===== src/design/gdrt_ram.sv =====
module gdrt_ram #(
	parameter int WIDTH = 8,
	parameter int DEPTH = 16,
	localparam int AW = (DEPTH > 1) ? $clog2(DEPTH) : 1
) (
	input  logic             clk,
	input  logic             we,
	input  logic [AW-1:0]    waddr,
	input  logic [WIDTH-1:0] wdata,
	input  logic             re,
	input  logic [AW-1:0]    raddr,
	output logic [WIDTH-1:0] rdata
);

	logic [WIDTH-1:0] mem [0:DEPTH-1];

	always_ff @(posedge clk) begin
		if (we) begin
			mem[waddr] <= wdata;
		end
		if (re) begin
			rdata <= mem[raddr];
		end
	end

endmodule


===== config.mk =====
export PLATFORM = sky130hd
export DESIGN_NAME = gdrt_ram
export DESIGN_NICKNAME = d
export VERILOG_FILES = /design/src/design/gdrt_ram.sv
export SDC_FILE = /design/constraint.sdc
export NUM_CORES = 1
export LEC_CHECK = 0
export CAP_MARGIN = 10
export CELL_PAD_IN_SITES_DETAIL_PLACEMENT = 1
export CELL_PAD_IN_SITES_GLOBAL_PLACEMENT = 2
export CORE_MARGIN = 2
export CORE_UTILIZATION = 45
export DETAILED_ROUTE_END_ITERATION = 16
export DONT_BUFFER_PORTS = 1
export GPL_TIMING_DRIVEN = 0
export PLACE_DENSITY_LB_ADDON = 0.1
export SKIP_LAST_GASP = 1
export SLEW_MARGIN = 20
export SYNTH_ARGS = -nofsm -noshare
export SYNTH_HDL_FRONTEND = slang
export SYNTH_SLANG_ARGS = --single-unit

===== constraint.sdc =====
create_clock -name clk -period 3.5 [get_ports clk]
set_input_delay 0.525 -clock clk [delete_from_list [all_inputs] [get_ports clk]]
set_output_delay 0.525 -clock clk [all_outputs]
set_load 0.01 [all_outputs]

==> results.toml <==
[logic_synthesis]
async_flop_share_pct = 0
ys_types = 18
synth_nets = 248
synthCells = 229
syn_area_sq_um = 5230
yosysMostFrequentCell = "edfxtp_1"
syn_avg_cell_area_sq_um = 22.8
synthTopCellsByCount = "edfxtp_1 (136), mux4_2 (18), a22oi_1 (16), mux4_1 (14), nor2_1 (13)"
synth.area.top_cells = "edfxtp_1 (78%), mux4_2 (7.8%), mux4_1 (7.0%)"
ys_seq_area_share_pct = 78.1
yosysWarnings = 0
synth-seq-cells = 136
synth_top_area_share_pct = 78.1
yosys.area.top_type = "edfxtp_1"
ys.flop_type = "edfxtp_1"
synth-edff-count = 136

[clock_tree]
cts_setup_buffers = 0
clkSlewWorstSetupHoldPaths_ps = 60
post_cts_resized = 0
cts_buffers = 17
cts_tree = "yes"
htree_levels = 4
clk_latency_ps = 400
clock-root-buffer = "clkbuf_16"
clock-sinks = 136
ctsHoldBuffers = 0
clk_path_buf_depth = 2

[place]
gp_congestion = 0.766
place_hpwl_mm = 6.98
io_buffers = 0

[hold_path]
hold_path.class = "primary input to register"
whs_path_depth = 0

[timing]
slew_headroom_pct = 43.6
final_max_slew_viol_count = 0
period_share_pct = 49.5
tns_ps = 0
period_needed_ps = 1730
setup_viol = 0
worst_pin_slew_ps = 843
rsz0062_at_grt = "false"
skew_ps = 7.43
clock.fmax_ghz = 0.577
report.final.hold_viol_count = 0

[setup_path]
cp.arrival_ps = 1870
cp_max_fo = 10
required_ps = 3640
endpoint_kind = "register"
startpoint_type = "primary input"
worstSetupPathType = "primary input to register"
r2r.worst_path.cells = 3

[die]
die_x_um = 112
core_sq_um = 11400
rows = 39
start_util_pct = 46.0
ioPinCount = 27
die_y_um = 112
die-area_sq_um = 12500

[power]
vdd_drop_max_v = 0.000298
power_density_nw_per_um2 = 630
p_leak_uw = 0.00195
finalPower_uw = 3800

[cells_and_area]
syn2layout_area_growth_pct = 15.5
antenna_cells = 0
drive_above_1_share_pct = 24.1
seq_area_sq_um = 4080
num-nets-final = 267
multi_input_area_sq_um = 1080
fillers = 968

[routing]
first_pass_iters = 4
drt_iter0_drc = 154
wirelength_mm = 10.8
routed-via-count = 2376
drc = 0
vias_per_cell = 5.88
antenna_left = 0
post_drt_wl_per_cell_um = 26.7

[grt]
grt_max_degree = 17
grt_pass1_vias = 2570
grt_overflow = 0
grt_usage_pct = 18.5
antenna_found_initial = 0
grt_pass1_wl_mm = 16.2

[status]
outcome = "finished clean"

[run]
max-cap-violations = 0
## kinds of logic after synthesis
group | synth area share, %
flops | 78.1
buf+inv | 1.65
mux | 14.8
compound gates | 2.30
simple gates | 3.14
## state kept, by name, summed over array words and instances, names as in the netlist
name	count
mem	128
rdata	8
## area by class of cell
class | count | share of cell area, %
Sequential cell | 136 | 67.7
Multi-Input combinational cell | 83 | 17.8
Clock buffer | 17 | 7.05
Clock inverter | 15 | 3.05
Tap cell | 143 | 2.96
Buffer | 10 | 1.43
## worst paths after layout
kind                             from             endpoint  slack (ps)
setup reg to reg  mem[1][7]$_DFFE_PP_   rdata[7]$_DFFE_PP_        1860
hold / removal               wdata[5]  mem[7][5]$_DFFE_PP_         210
setup / recovery             raddr[0]   rdata[0]$_DFFE_PP_        1770
hold reg to reg   mem[8][3]$_DFFE_PP_   rdata[3]$_DFFE_PP_         760
## metrics by stage
step,std cells,worst slack [ps],area (sq um),utilization [%],hold WS (ps)
5_1_grt,404,1690,6040,53.1,191
4_1_cts,404,1720,6030,53.0,199
6_report,404,1770,6040,53.1,213
3_5_place_dp,372,1310,5420,47.7,625
3_3_place_gp,372,1060,5410,47.6,625
2_1_floorplan,229,1480,5230,-,624
## where the power goes
| group | switching (uW) | internal [uW] |
|---|---|---|
| Clock | 642 | 1180 |
| Sequential | 13.9 | 1840 |
| Combinational | 69.3 | 59.2 |
## worst max-delay path: stages
cell	delay, ps
buf_6	100
buf_6	180
mux4_1	630
a22oi_1	300
nand2_1	120
## cells in the final DEF (no fill, tap or decap), types with 2 or more instances in the layout
cell	Yosys	routed
bufinv_16	0	4
clkinv_2	0	5
mux4_1	14	14
nand3b_1	2	2
buf_2	3	3
edfxtp_1	136	136
clkbuf_16	0	17
mux4_2	18	18
nor3_2	0	4
nand2b_1	2	2
a22oi_1	16	16
nand2_1	9	9
clkdlybuf4s25_2	3	3
nor2_1	13	13
clkinv_1	0	2
buf_6	3	3
clkinvlp_4	0	3
## per-layer routing
metal / track usage (%) / wire [um] / share of wire [%] / vias to the layer above
li1: - / - / - / 1020
met1: 26.6 / 5030 / 47 / 1269
met2: 27.7 / 5060 / 47 / 75
met3: 5.23 / 534 / 4.9 / 12
met4: 6.09 / 176 / 1.6 / 0
met5: 0 / 0 / 0 / -
No activity file was read; power rests on OpenSTA's default activity.
