--- src/design/gdrt_pkg.sv ---
package gdrt_pkg;

	localparam int TABLE_ENTRIES_DEF   = 1024;
	localparam int GENERATION_BITS_DEF = 8;
	localparam int KEY_W               = 64;
	localparam int COUNT_OUT_W         = 11;

	typedef enum logic [1:0] {
		CMD_STORE      = 2'd0,
		CMD_LOOKUP     = 2'd1,
		CMD_NEW_SEARCH = 2'd2,
		CMD_CLEAR      = 2'd3
	} mode_t;

	typedef struct packed {
		logic        [2:0]  col;
		logic        [2:0]  row;
		logic               move_present;
		logic        [1:0]  kind;
		logic        [5:0]  depth;
		logic signed [15:0] score;
	} payload_t;

	localparam int PAYLOAD_W = $bits(payload_t);

	typedef struct packed {
		logic     we;
		logic     inc;
		logic     hit;
		payload_t wr_payload;
		payload_t hit_payload;
	} upd_t;

endpackage

--- src/design/gdrt_update.sv ---
module gdrt_update #(
	parameter int GENERATION_BITS = gdrt_pkg::GENERATION_BITS_DEF
) (
	input  gdrt_pkg::mode_t              mode,
	input  logic [gdrt_pkg::KEY_W-1:0]   key,
	input  gdrt_pkg::payload_t           new_payload,
	input  logic [GENERATION_BITS-1:0]   cur_gen,
	input  logic                         e_valid,
	input  logic [GENERATION_BITS-1:0]   e_gen,
	input  logic [gdrt_pkg::KEY_W-1:0]   e_key,
	input  gdrt_pkg::payload_t           e_payload,
	output gdrt_pkg::upd_t               upd
);

	import gdrt_pkg::*;

	logic match;
	logic deeper;
	logic replace;

	always_comb begin
		match   = e_valid && (e_key == key);
		deeper  = new_payload.depth >= e_payload.depth;
		replace = !e_valid || match || (e_gen != cur_gen) || deeper;

		upd.we          = (mode == CMD_STORE) && replace;
		upd.inc         = (mode == CMD_STORE) && !e_valid;
		upd.hit         = (mode == CMD_LOOKUP) && match;
		upd.wr_payload  = (match && !deeper) ? e_payload : new_payload;
		upd.hit_payload = upd.hit ? e_payload : '0;
	end

endmodule

--- config.mk ---
export PLATFORM = sky130hd
export DESIGN_NAME = gdrt_update
export DESIGN_NICKNAME = d
export VERILOG_FILES = /design/src/design/gdrt_pkg.sv /design/src/design/gdrt_update.sv
export SDC_FILE = /design/constraint.sdc
export NUM_CORES = 1
export LEC_CHECK = 0
export BUFFER_PORTS_ARGS = -buffer_cell sky130_fd_sc_hd__buf_2
export CORE_AREA = 8 8 99 101
export DETAILED_ROUTE_END_ITERATION = 6
export DIE_AREA = 0 0 107 109
export PLACE_DENSITY = 0.65
export SYNTH_ARGS = -nofsm -noshare
export SYNTH_HDL_FRONTEND = slang
export SYNTH_SLANG_ARGS = --single-unit
--- constraint.sdc ---
create_clock -name vclk -period 5
set_input_delay 0 -clock vclk [all_inputs]
set_output_delay 0 -clock vclk [all_outputs]
set_load 0.02 [all_outputs]
==> results.toml, run 1 <==
[run_status]
outcome = "complete, no violations"

[die]
die_w_um = 107
core_area_sq_um = 8380
die_y_um = 109
io_pins = 274
rows = 34
design.die.area_sq_um = 11700
start_util_pct = 20.8

[global_routing]
grt_usage_pct = 12.6
antenna_found_initial = 0
grt_start_max_net_pins = 32
overflow = 0
grt_pass1_vias = 2688
grt_pass1_wl_mm = 12.4

[pwr]
leakagePower_uw = 0.00177
peakVddDrop_mv = 0.0381
power_per_cell_area_nw_per_um2 = 70.0

[final_layout]
nets = 676
clock_buffers = 0
area_delta_synth_final_pct = 84.9
area.sequential_sq_um = 0
seq_cell_count = 0
antenna_cells = 0
nFillCells = 871
final_layout_size_suffix_gt1_share_pct = 68.4

[critical_path]
cp.arrival_ns = 2.51
cp-start-kind = "primary input"
required_ns = 5.00
crit_path_end_kind = "output pin"
crit_type = "primary input to output pin"
path_max_fanout = 31

[placed_design]
port_buffers = 274
hpwlAfterDp_mm = 8.13
gp_congestion = 0.856

[sta]
setup_tns_ns = 0
fin_crit_sh_pct = 50.3
maxSlewViolCount = 0
hold_violations = 0
slew-limit-headroom_pct = 63.6
hold_ws_ns = 0.294
min_period_ns = 2.51
setup_viol = 0
clock.fmax_ghz = 0.398
worstMarginPinSlew_ns = 0.546
rsz0062_at_grt = "false"

[min_path]
hold_path_class = "primary input to output pin"

[run]
cap_violations = 0

[yosys]
syn_nets = 403
netlist_area_sq_um = 1740
synthCells = 188
synth.distinct_cells = 22
ys.warnings.count = 0
syn_area_per_cell_sq_um = 9.28
yosysSeqAreaShare_pct = 0

[clock_tree]
cts_resized = 0
holdBufCountCts = 0
postCtsSetupBuffers = 0

[route]
drcViolationCount = 0
avgRoutedWirePerCell_um = 15.1
wl_mm = 8.54
drtIter0Drc = 59
ant_nets = 0
vias = 2435
vias_per_cell = 4.29
drtPass1Iterations = 4
-- final cells by class --
| cell class | instances | area (sq um) | area share, % |
|---|---|---|---|
| repair buffers | 276 | 1390 | 43.0 |
| inverters | 6 | 22.5 | 0.698 |
| multi-input cells | 177 | 1680 | 52.1 |
| well taps | 108 | 135 | 4.19 |
-- metal layers --
layer  global-route usage, %  wire [um]
met5                       0          0
met4                       0          0
met3                    3.61        893
met2                    27.0       4700
met1                    12.1       2950
-- final timing paths --
check,start,end,slack (ns),depth (start not counted)
hold / removal,mode[1],upd[63],0.29,3
setup / recovery,key[8],upd[61],2.49,9
-- logic make-up (layout without fill, tap and decap cells) --
group	Yosys count	after routing	synth area share, %
mux	31	31	26.5
fa+ha+maj	6	6	4.30
buf+inv	11	282	3.66
simple gates	62	62	25.7
xor+xnor	72	72	36.2
compound gates	6	6	3.73
-- cells in the mapped netlist (all sizes together) --
| master | number | share of area (%) |
|---|---|---|
| a2111oi | 1 | 1.6 |
| a211oi | 1 | 0.43 |
| a21o | 2 | 0.93 |
| a21oi | 1 | 0.29 |
| a311oi | 1 | 0.50 |
| and2 | 26 | 9.3 |
| buf | 3 | 1.9 |
| clkbuf | 2 | 0.43 |
| ha | 6 | 4.3 |
| inv | 6 | 1.3 |
| mux2 | 31 | 26 |
| nand2b | 2 | 0.72 |
| nand3 | 1 | 0.29 |
| nand3b | 1 | 0.43 |
| nand4 | 19 | 7.7 |
| nor2 | 3 | 0.65 |
| nor3 | 6 | 1.7 |
| nor4 | 4 | 4.9 |
| xnor2 | 72 | 36 |
-- critical path: stages --
cell	delay (ns)
buf_2	0.10
xnor2_1	0.21
nand4_1	0.18
nor4_4	0.39
nand4_4	0.23
a2111oi_4	0.31
buf_4	0.51
mux2_2	0.40
buf_2	0.16
-- layout by cell type (no fill, tap or decap) --
cell / Yosys / layout
nor4_4: 4 / 4
mux2_4: 30 / 30
xnor2_1: 72 / 72
mux2_2: 1 / 1
buf_2: 0 / 274
buf_4: 0 / 2
ha_1: 6 / 6
nor2_1: 3 / 3
and2_1: 26 / 26
nand3_1: 1 / 1
a21oi_1: 1 / 1
a311oi_1: 1 / 1
a211oi_1: 1 / 1
nand4_4: 1 / 1
a21o_1: 1 / 1
a2111oi_4: 1 / 1
inv_1: 6 / 6
nand4_1: 18 / 18
nand3b_1: 1 / 1
nor3_1: 6 / 6
nand2b_1: 2 / 2
a21o_2: 1 / 1
-- power breakdown --
group | switching (uW) | total, uW | internal, uW
Sequential | 0 | 0 | 0
Clock | 0 | 0 | 0
Combinational | 95.7 | 226 | 130
-- metrics by stage --
step                cells  utilization (%)  setup slack (ns)  total power [uW]  area (sq um)
floorplan             188                -              3.20               109          1740
global placement      567             38.5              2.48               223          3220
detailed placement    567             38.5              2.40               228          3220
CTS                   567             38.5              2.40               229          3220
global route          567             38.5              2.30               246          3220
finish                567             38.5              2.49               226          3220
No activity file was read; power rests on OpenSTA's default activity.
==> run 2: changes to the inputs <==
--- a/config.mk
+++ b/config.mk
@@ -6,10 +6,10 @@
 export NUM_CORES = 1
 export LEC_CHECK = 0
 export BUFFER_PORTS_ARGS = -buffer_cell sky130_fd_sc_hd__buf_2
-export CORE_AREA = 8 8 99 101
+export CORE_AREA = 8 8 100 102
 export DETAILED_ROUTE_END_ITERATION = 6
-export DIE_AREA = 0 0 107 109
-export PLACE_DENSITY = 0.65
+export DIE_AREA = 0 0 108 110
+export PLACE_DENSITY = 0.66
 export SYNTH_ARGS = -nofsm -noshare
 export SYNTH_HDL_FRONTEND = slang
 export SYNTH_SLANG_ARGS = --single-unit
==> constraint.sdc (replaced) <==
create_clock -name vclk -period 2.2
set_input_delay 0 -clock vclk [all_inputs]
set_output_delay 0 -clock vclk [all_outputs]
set_load 0.02 [all_outputs]
==> run 2 against run 1 <==
Against the previous run: sequential share of layout area did not move; via count rose by 1.4%; first-iteration DRC count decreased by 1.7%; wire length is 12% higher; worst setup slack worse by 2.3 ns.
==> results.toml, run 2 (synthesis results as in run 1) <==
[run_status]
outcome = "complete, no violations"

[run]
cap_violations = 0

[critical_path]
slowest_delay_ns = 0.32
required_ns = 2.20
crit_top_cell = "buf_2"
worstPathCellList = "buf_2, inv_1, ha_1, nand2b_4, a21o_1, a21oi_2, nor2_2, a2111oi_4, buf_6, buf_12, mux2_4, buf_2"
cp.arrival_ns = 2.06
cp_slowest_cell = "a2111oi_4"
path_max_fanout = 10
crit_type = "primary input to output pin"
crit_path_end_kind = "output pin"
cp-start-kind = "primary input"

[route]
avgRoutedWirePerCell_um = 16.6
vias = 2468
drtPass1Iterations = 4
ant_nets = 0
drtIter0Drc = 58
wl_mm = 9.54
vias_per_cell = 4.29
drcViolationCount = 0

[global_routing]
grt_pass1_wl_mm = 13.4
antenna_found_initial = 1
grt_usage_pct = 13.9
grt_pass1_vias = 2760
grt_start_max_net_pins = 28
overflow = 0

[die]
die_y_um = 110
core_area_sq_um = 8470
rows = 34
start_util_pct = 20.6
die_w_um = 108
io_pins = 274
design.die.area_sq_um = 11900

[sta]
maxSlewViolCount = 0
fin_crit_sh_pct = 93.6
clock.fmax_ghz = 0.485
hold_violations = 0
min_period_ns = 2.06
slew-limit-headroom_pct = 79.8
setup_viol = 0
worstMarginPinSlew_ns = 0.302
worst_slack_ns = 0.140

[final_layout]
area.sequential_sq_um = 0
seq_cell_count = 0
final_common_cell = "buf_2"
clock_buffers = 0
post-route-util_pct = 42.1
nets = 683
final_cell_mix = "251 x buf_2, 68 x xnor2_1, 31 x mux2_4, 26 x and2_1, 23 x buf_6"
final_layout_size_suffix_gt1_share_pct = 70.4
area_delta_synth_final_pct = 104

[pwr]
leakagePower_uw = 0.00191
peakVddDrop_mv = 0.0934
p_total_uw = 561
power_per_cell_area_nw_per_um2 = 157

[placed_design]
port_buffers = 274
gp_congestion = 0.875
hpwlAfterDp_mm = 8.64
place_ws_ns = -0.0946

[min_path]
hold_path_class = "primary input to output pin"

[clock_tree]
holdBufCountCts = 0
-- run 2: metal layers --
metal / vias to the layer above / share of wire [%] / track usage [%]
li1: 1218 / - / -
met5: - / 0 / 0
met2: 164 / 55 / 29.8
met4: 0 / 0.86 / 0.793
met3: 4 / 10 / 3.37
met1: 1082 / 34 / 13.3
-- run 2: power by group --
group / switching [uW] / internal [uW] / total, uW
logic: 232 / 329 / 561
registers: 0 / 0 / 0
clock network: 0 / 0.0000608 / 0.0000608
total: 232 / 329 / 561
-- run 2: final cells by class --
cell class                 instances  area (sq um)
inverter                           6          22.5
antenna                            1          2.50
timing repair buffer             283          1680
multi-input combinational        177          1730
tap                              108           135
fill                             833          4900
-- run 2: worst paths after layout --
check,depth (start not counted),end,slack (ns),start
worst max-delay path,12,upd[55],0.14,new_payload[16]
worst min-delay path,3,upd[64],0.29,mode[1]
-- run 2: through the flow --
stage	area (sq um)	hold slack, ns	cells	TNS (ns)
floorplan	1740	0.0790	188	0
finish	3570	0.289	575	0
detailed placement	3260	0.290	569	-1.84
global route	3570	0.307	575	-0.00652
global placement	3260	0.290	569	-1.49
CTS	3510	0.290	573	-0.376
-- run 2: what timing repair did --
item,CTS,global route
setup endpoints to repair,31,31
gates cloned,2,1
setup buffers,2,0
resized for setup,47,8
pin swaps,6,8
-- run 2: worst max-delay path: cells and delay by family --
kind	cells	cell delay [ns]
buffers and inverters	5	0.64
multiplexers	1	0.30
adder cells (fa/ha/maj)	1	0.27
AND/OR/NAND/NOR	2	0.20
AO/OA/AOI/OAI	3	0.64
